## src/rtl/core/rtt_pkg.sv

```systemverilog
// Types, codes and constants of the repeating timer table.
package rtt_pkg;

  // Table size limits
  localparam int unsigned NumTimers  = 16;
  localparam int unsigned MaxIdxW    = 8;
  localparam int unsigned MaxResults = 16;
  localparam int unsigned FireCntW   = $clog2(MaxResults + 1);

  // Field widths
  localparam int unsigned CmdW    = 2;
  localparam int unsigned IndexW  = 4;
  localparam int unsigned PeriodW = 32;
  localparam int unsigned TimeW   = 48;

  // Command codes
  localparam logic [CmdW-1:0] CmdSet  = 2'd0;
  localparam logic [CmdW-1:0] CmdKill = 2'd1;
  localparam logic [CmdW-1:0] CmdTick = 2'd2;

  // One command transfer
  typedef struct packed {
    logic [CmdW-1:0]    command;
    logic [IndexW-1:0]  timer_index;
    logic [PeriodW-1:0] interval_ms;
    logic [TimeW-1:0]   now_ms;
  } in_t;

  // One result transfer
  typedef struct packed {
    logic [IndexW-1:0] fired_index;
    logic              last_fired;
  } out_t;

  // Memory word of one timer entry
  typedef struct packed {
    logic [PeriodW-1:0] period;
    logic [TimeW-1:0]   due;
  } entry_t;

  // Sequencer to store
  typedef struct packed {
    logic               rd_en;
    logic [MaxIdxW-1:0] rd_addr;
    logic               wr_en;
    logic [MaxIdxW-1:0] wr_addr;
    entry_t             wr_data;
    logic               arm_set;
    logic               arm_clr;
    logic [MaxIdxW-1:0] arm_addr;
  } mem_req_t;

  // Store to sequencer, registered from a read in the cycle before
  typedef struct packed {
    logic   armed;
    entry_t data;
  } mem_rsp_t;

endpackage

```

## src/rtl/core/repeating_timer_table.sv

```systemverilog
// Top level of the repeating timer table.
// A command transfers when start is high and busy is low. Set and kill take
// the accept cycle only and busy stays low. A tick holds busy high while the
// scan reads one entry per cycle through the single read port of the timer
// memory, checks and writes back the last entry read, and then finishes. A new
// command can therefore follow a tick once busy is low again. Each fired timer
// shows on result_o for one cycle with result_strobe_o high, in ascending
// index order, at most 16 per tick; the final one carries last_fired and
// appears in the first cycle with busy low again. The receiver cannot stall
// results, so it must take every strobe. A tick with nothing due produces no
// result.
module repeating_timer_table #(
  parameter int unsigned NUM_TIMERS = rtt_pkg::NumTimers
) (
  input  logic          clk_i,
  input  logic          rst_ni,
  input  logic          start,
  output logic          busy,
  input  rtt_pkg::in_t  item_i,
  output logic          result_strobe_o,
  output rtt_pkg::out_t result_o
);
  import rtt_pkg::*;

  mem_req_t mem_req;
  mem_rsp_t mem_rsp;

  // Command sequencer
  rtt_scan #(
    .NUM_TIMERS(NUM_TIMERS)
  ) u_scan (
    .clk_i          (clk_i),
    .rst_ni         (rst_ni),
    .start          (start),
    .busy           (busy),
    .item_i         (item_i),
    .result_strobe_o(result_strobe_o),
    .result_o       (result_o),
    .req_o          (mem_req),
    .rsp_i          (mem_rsp)
  );

  // Timer entry store
  rtt_store #(
    .NUM_TIMERS(NUM_TIMERS)
  ) u_store (
    .clk_i (clk_i),
    .rst_ni(rst_ni),
    .req_i (mem_req),
    .rsp_o (mem_rsp)
  );

endmodule

```

## src/rtl/core/rtt_store.sv

```systemverilog
// Timer entry store: period/due memory plus armed flags.
module rtt_store #(
  parameter int unsigned NUM_TIMERS = rtt_pkg::NumTimers
) (
  input  logic              clk_i,
  input  logic              rst_ni,
  input  rtt_pkg::mem_req_t req_i,
  output rtt_pkg::mem_rsp_t rsp_o
);
  import rtt_pkg::*;

  localparam int unsigned IdxW = (NUM_TIMERS > 1) ? $clog2(NUM_TIMERS) : 1;

  entry_t                mem [NUM_TIMERS];
  logic [NUM_TIMERS-1:0] armed_q;
  entry_t                rd_data_q;
  logic                  rd_armed_q;

  // Period/due memory, one write and one registered read per cycle
  always_ff @(posedge clk_i) begin
    if (req_i.wr_en) begin
      mem[req_i.wr_addr[IdxW-1:0]] <= req_i.wr_data;
    end
    if (req_i.rd_en) begin
      rd_data_q  <= mem[req_i.rd_addr[IdxW-1:0]];
      rd_armed_q <= armed_q[req_i.rd_addr[IdxW-1:0]];
    end
  end

  // Armed flags, cleared by reset
  always_ff @(posedge clk_i or negedge rst_ni) begin
    if (!rst_ni) begin
      armed_q <= '0;
    end else if (req_i.arm_set) begin
      armed_q[req_i.arm_addr[IdxW-1:0]] <= 1'b1;
    end else if (req_i.arm_clr) begin
      armed_q[req_i.arm_addr[IdxW-1:0]] <= 1'b0;
    end
  end

  assign rsp_o.armed = rd_armed_q;
  assign rsp_o.data  = rd_data_q;

endmodule

```

## src/rtl/core/rtt_scan.sv

```systemverilog
// Command sequencer: set/kill writes and the read-modify-write tick scan.
module rtt_scan #(
  parameter int unsigned NUM_TIMERS = rtt_pkg::NumTimers
) (
  input  logic              clk_i,
  input  logic              rst_ni,
  input  logic              start,
  output logic              busy,
  input  rtt_pkg::in_t      item_i,
  output logic              result_strobe_o,
  output rtt_pkg::out_t     result_o,
  output rtt_pkg::mem_req_t req_o,
  input  rtt_pkg::mem_rsp_t rsp_i
);
  import rtt_pkg::*;

  localparam int unsigned IdxW = (NUM_TIMERS > 1) ? $clog2(NUM_TIMERS) : 1;
  localparam int unsigned CntW = $clog2(NUM_TIMERS + 1);

  localparam logic [CntW-1:0] LastCnt = CntW'(NUM_TIMERS);

  // State codes
  localparam logic [0:0] StIdle = 1'b0;
  localparam logic [0:0] StScan = 1'b1;

  // Saturating now + period
  function automatic logic [TimeW-1:0] due_from(input logic [TimeW-1:0]   now,
                                                input logic [PeriodW-1:0] per);
    logic [TimeW:0] sum;
    sum = {1'b0, now} + (TimeW + 1)'(per);
    return sum[TimeW] ? {TimeW{1'b1}} : sum[TimeW-1:0];
  endfunction

  logic [0:0]          state_q, state_d;
  logic [CntW-1:0]     rd_cnt_q, rd_cnt_d;
  logic                vld_q, vld_d;
  logic [IdxW-1:0]     cur_q, cur_d;
  logic [TimeW-1:0]    now_q, now_d;
  logic [FireCntW-1:0] fcnt_q, fcnt_d;
  logic                pend_v_q, pend_v_d;
  logic [IndexW-1:0]   pend_idx_q, pend_idx_d;
  logic                res_v_q, res_v_d;
  out_t                res_q, res_d;
  logic                accept;
  logic                idx_ok;
  logic                hit;

  assign busy   = (state_q != StIdle);
  assign accept = start && !busy;
  assign idx_ok = (9'(item_i.timer_index) < 9'(NUM_TIMERS));
  assign hit    = vld_q && rsp_i.armed && (now_q >= rsp_i.data.due) &&
                  (fcnt_q < FireCntW'(MaxResults));

  // Next state, memory requests and result emission
  always_comb begin
    state_d    = state_q;
    rd_cnt_d   = rd_cnt_q;
    vld_d      = 1'b0;
    cur_d      = cur_q;
    now_d      = now_q;
    fcnt_d     = fcnt_q;
    pend_v_d   = pend_v_q;
    pend_idx_d = pend_idx_q;
    res_v_d    = 1'b0;
    res_d      = res_q;
    req_o      = '0;

    case (state_q)
      StIdle: begin
        if (accept) begin
          case (item_i.command)
            CmdSet: begin
              if (idx_ok) begin
                req_o.wr_en          = 1'b1;
                req_o.wr_addr        = MaxIdxW'(item_i.timer_index);
                req_o.wr_data.period = item_i.interval_ms;
                req_o.wr_data.due    = due_from(item_i.now_ms, item_i.interval_ms);
                req_o.arm_set        = 1'b1;
                req_o.arm_addr       = MaxIdxW'(item_i.timer_index);
              end
            end
            CmdKill: begin
              if (idx_ok) begin
                req_o.arm_clr  = 1'b1;
                req_o.arm_addr = MaxIdxW'(item_i.timer_index);
              end
            end
            CmdTick: begin
              state_d  = StScan;
              rd_cnt_d = '0;
              fcnt_d   = '0;
              pend_v_d = 1'b0;
              now_d    = item_i.now_ms;
            end
            default: ;
          endcase
        end
      end
      StScan: begin
        // Issue the read of the next entry
        if (rd_cnt_q != LastCnt) begin
          req_o.rd_en   = 1'b1;
          req_o.rd_addr = MaxIdxW'(rd_cnt_q);
          cur_d         = IdxW'(rd_cnt_q);
          vld_d         = 1'b1;
          rd_cnt_d      = rd_cnt_q + 1'b1;
        end
        if (vld_q) begin
          // Entry read last cycle: reschedule it if armed, due and within the result limit
          if (hit) begin
            req_o.wr_en          = 1'b1;
            req_o.wr_addr        = MaxIdxW'(cur_q);
            req_o.wr_data.period = rsp_i.data.period;
            req_o.wr_data.due    = due_from(now_q, rsp_i.data.period);
            if (pend_v_q) begin
              res_v_d           = 1'b1;
              res_d.fired_index = pend_idx_q;
              res_d.last_fired  = 1'b0;
            end
            pend_v_d   = 1'b1;
            pend_idx_d = IndexW'(cur_q);
            fcnt_d     = fcnt_q + 1'b1;
          end
        end else if (rd_cnt_q == LastCnt) begin
          // Scan done: the held result is the last one
          if (pend_v_q) begin
            res_v_d           = 1'b1;
            res_d.fired_index = pend_idx_q;
            res_d.last_fired  = 1'b1;
          end
          pend_v_d = 1'b0;
          state_d  = StIdle;
        end
      end
      default: begin
        state_d = StIdle;
      end
    endcase
  end

  // Control registers
  always_ff @(posedge clk_i or negedge rst_ni) begin
    if (!rst_ni) begin
      state_q  <= StIdle;
      rd_cnt_q <= '0;
      vld_q    <= 1'b0;
      fcnt_q   <= '0;
      pend_v_q <= 1'b0;
      res_v_q  <= 1'b0;
    end else begin
      state_q  <= state_d;
      rd_cnt_q <= rd_cnt_d;
      vld_q    <= vld_d;
      fcnt_q   <= fcnt_d;
      pend_v_q <= pend_v_d;
      res_v_q  <= res_v_d;
    end
  end

  // Payload registers
  always_ff @(posedge clk_i) begin
    cur_q      <= cur_d;
    now_q      <= now_d;
    pend_idx_q <= pend_idx_d;
    res_q      <= res_d;
  end

  assign result_strobe_o = res_v_q;
  assign result_o        = res_q;

endmodule

```

## config.mk

```make
export PLATFORM = sky130hd
export DESIGN_NAME = repeating_timer_table
export DESIGN_NICKNAME = d
export VERILOG_FILES = /design/src/rtl/core/rtt_pkg.sv /design/src/rtl/core/repeating_timer_table.sv /design/src/rtl/core/rtt_store.sv /design/src/rtl/core/rtt_scan.sv
export SDC_FILE = /design/constraint.sdc
export NUM_CORES = 2
export LEC_CHECK = 0
export ABC_AREA = 1
export BUFFER_PORTS_ARGS = -buffer_cell sky130_fd_sc_hd__buf_2
export CELL_PAD_IN_SITES_DETAIL_PLACEMENT = 1
export CELL_PAD_IN_SITES_GLOBAL_PLACEMENT = 1
export CORE_AREA = 5 5 519 521
export CTS_CLUSTER_SIZE = 14
export DETAILED_ROUTE_END_ITERATION = 8
export DIE_AREA = 0 0 524 526
export PLACE_DENSITY_LB_ADDON = 0.1
export SLEW_MARGIN = 0
export SYNTH_ARGS = -nofsm -noshare
export SYNTH_HDL_FRONTEND = slang
export SYNTH_HIERARCHICAL = 1
export SYNTH_SLANG_ARGS = --single-unit
```

## constraint.sdc

```tcl
create_clock -name clk_i -period 6.7 [get_ports clk_i]
set_clock_uncertainty 0.15 [all_clocks]
set_input_delay 1.005 -clock clk_i [delete_from_list [all_inputs] [get_ports clk_i]]
set_output_delay 1.005 -clock clk_i [all_outputs]
set_load 0.02 [all_outputs]
```

==> impl_metrics.toml <==
[global_route]
antenna_found_initial = 33
grt_max_degree = 155
overflow = 0
grt_first_pass_wirelength_um = 401000
track_usage_pct = 20.1
grt_pass1_vias = 52800

[detailed_routing]
viasPerCell = 4.57
vias = 52200
drc = 0
ant_nets = 0
drt-initial-drc-count = 3212
wl_per_cell_um = 24.8
dr.pass1.iters = 5
finalWirelength_um = 283000

[critical_path]
worstSetupPathType = "reg2reg"
critical_path_required_ps = 6980
worstSetupStartpointType = "flop"
rr_startpoint = "u_store/rsp_o[48]"
arrival_ps = 5710
reg2regPathDepth = 13
r2r_end = "u_store/mem[13][2]"
cp-end-kind = "flop"
crit_fanout = 16
reg2reg_setup_slack_ps = 1280

[floorplan]
coreArea_um2 = 264000
io_pins = 96
die_x_um = 524
rows = 189
dieArea_um2 = 276000
initial_core_util_pct = 26.8
die_y_um = 526

[clock_network]
cts_root_buf = "clkbuf_16"
cts-buffers-inserted = 179
cts.repair.resized = 0
cts_hold_buf = 0
post_cts_buffers = 0
htreeDepth = 4
cts.sinks = 1452
cts_tree = "done"
cts.path.max_buffers = 3
clk_latency_ps = 850
clk_pin_slew_ps = 60

[timing]
maxSlewViolCount = 0
setup_viol = 0
worst_slew_pin_slew_ps = 1310
max_freq_ghz = 0.184
grt_setup_unrepaired = "no"
finalHoldViolCount = 0
min_period_ps = 5420
fin_crit_sh_pct = 81.0
relSlewSlack_pct = 12.3
fin_tns_setup_ps = 0
layout_setup_ws_ps = 1280

[finish]
final_layout_size_suffix_gt1_share_pct = 6.15
fin_cells = 11400
register_area_um2 = 43500
fillers = 30300
multiInputGateArea_um2 = 20000
final_net_count = 7942
areaGrowthSynthToFinish_pct = 14.2

[pwr]
pwr-share-comb_pct = 37.1
switching_share_pct = 41.4
peakVddDrop_v = 0.000445
intPower_mw = 19.7
p_per_area_nw_per_um2 = 416
power_frac_seq_pct = 35.0
clkPwrFrac_pct = 27.9
p_leak_nw = 35.7
p_sw_mw = 13.9

[placement]
io_buffers = 95
place_hpwl_um = 179000
pre_cts_slack_ps = 1250
dpl.cell_count = 11100
gp_congestion = 0.910

[yosys]
netlist_area_um2 = 70700
syn_inst = 7646
yosysWarnings = 6
avgSynthCellArea_um2 = 9.25
synthesis.nets = 7852

[run]
maxCapViolations = 0

[worst_hold_path]
hp-class = "in2async"

[run_status]
status = "finished clean"
[through the flow]
stage / power (mW) / area [um2] / util [%] / hold slack [ps]
after floorplan: 19.7 / 70700 / - / 250
after global placement: 24.7 / 75100 / 28.4 / 319
after detailed placement: 24.7 / 75200 / 28.5 / 319
after CTS: 34.2 / 80800 / 30.6 / 64.0
after global routing: 35.6 / 80800 / 30.6 / 116
final: 33.6 / 80800 / 30.6 / 92.8
[sequential cells by signal, summed over array words and instances (netlist names), named ones only]
signal	flops
u_scan/now_q	48
u_scan/cur_q	4
u_store/rsp_o	80
u_scan/pend_idx_q	4
u_scan/vld_q	1
u_scan/busy	1
u_scan/pend_v_q	1
u_store/rd_armed_q	1
u_scan/result_o	5
u_scan/fcnt_q	5
u_scan/rd_cnt_q	5
u_store/mem	1280
u_scan/result_strobe_o	1
[power groups by stage]
stage / Sequential [mW] / Clock (mW) / Combinational [mW]
2_1_floorplan: 11.7 / 0 / 7.98
3_3_place_gp: 12.0 / 0 / 12.7
3_5_place_dp: 12.0 / 0 / 12.7
4_1_cts: 11.8 / 9.71 / 12.8
5_1_grt: 11.8 / 10.1 / 13.7
6_report: 11.8 / 9.39 / 12.5
[cells in the final DEF, fill, tap and decap left out, types with 38 or more instances in the layout]
cell type  instances
a21oi_1           64
buf_12            38
buf_2             95
buf_4             68
clkbuf_1          42
clkbuf_16        180
clkinv_1          49
edfxtp_1        1422
ha_1             115
inv_1           1450
nand2_1         2691
nand3_1         1132
nand4_1           38
nor2_1           189
o21ai_0           65
[routing by layer]
layer / track usage, % / wire length [um]
met1: 27.1 / 130000
met4: 4.94 / 6840
met2: 34.4 / 138000
met3: 2.32 / 8520
met5: 0 / 58
[how the worst max path moves through the flow]
stage	start	to	slack [ps]	cells after the start
detailed placement	u_store/rsp_o[48]	u_store/mem[6][2]	1250	13
finish	u_store/rsp_o[48]	u_store/mem[13][2]	1280	13
global placement	u_store/rsp_o[48]	u_store/mem[3][16]	850	13
floorplan	item_i[85]	u_store/mem[12][0]	570	7
global route	u_store/rsp_o[48]	u_store/mem[13][2]	970	13
CTS	u_store/rsp_o[48]	u_store/mem[13][2]	1180	13
[worst max-delay path, cell delays in order (launching register included)]
cell      delay, ps
edfxtp_1        610
ha_1            420
fa_1            500
nand3_1         140
nand3_1         340
nand2_1         100
nand2_1         130
nand2_1          60
nand2_1         330
nand3_1         120
nand2_1         610
buf_4           360
nor2_1           90
o21ai_1        1010
[layout make-up]
cell class              count  share of cell area (%)
diodes                      3                 0.00930
clock buffers             223                    5.79
clock inverters           105                    1.15
inverters                1461                    6.88
multi-input cells        4440                    24.7
flip-flops and latches   1452                    53.8
well taps                3533                    5.47
repair buffers            202                    2.18
No activity file was read; power rests on OpenSTA's default activity.
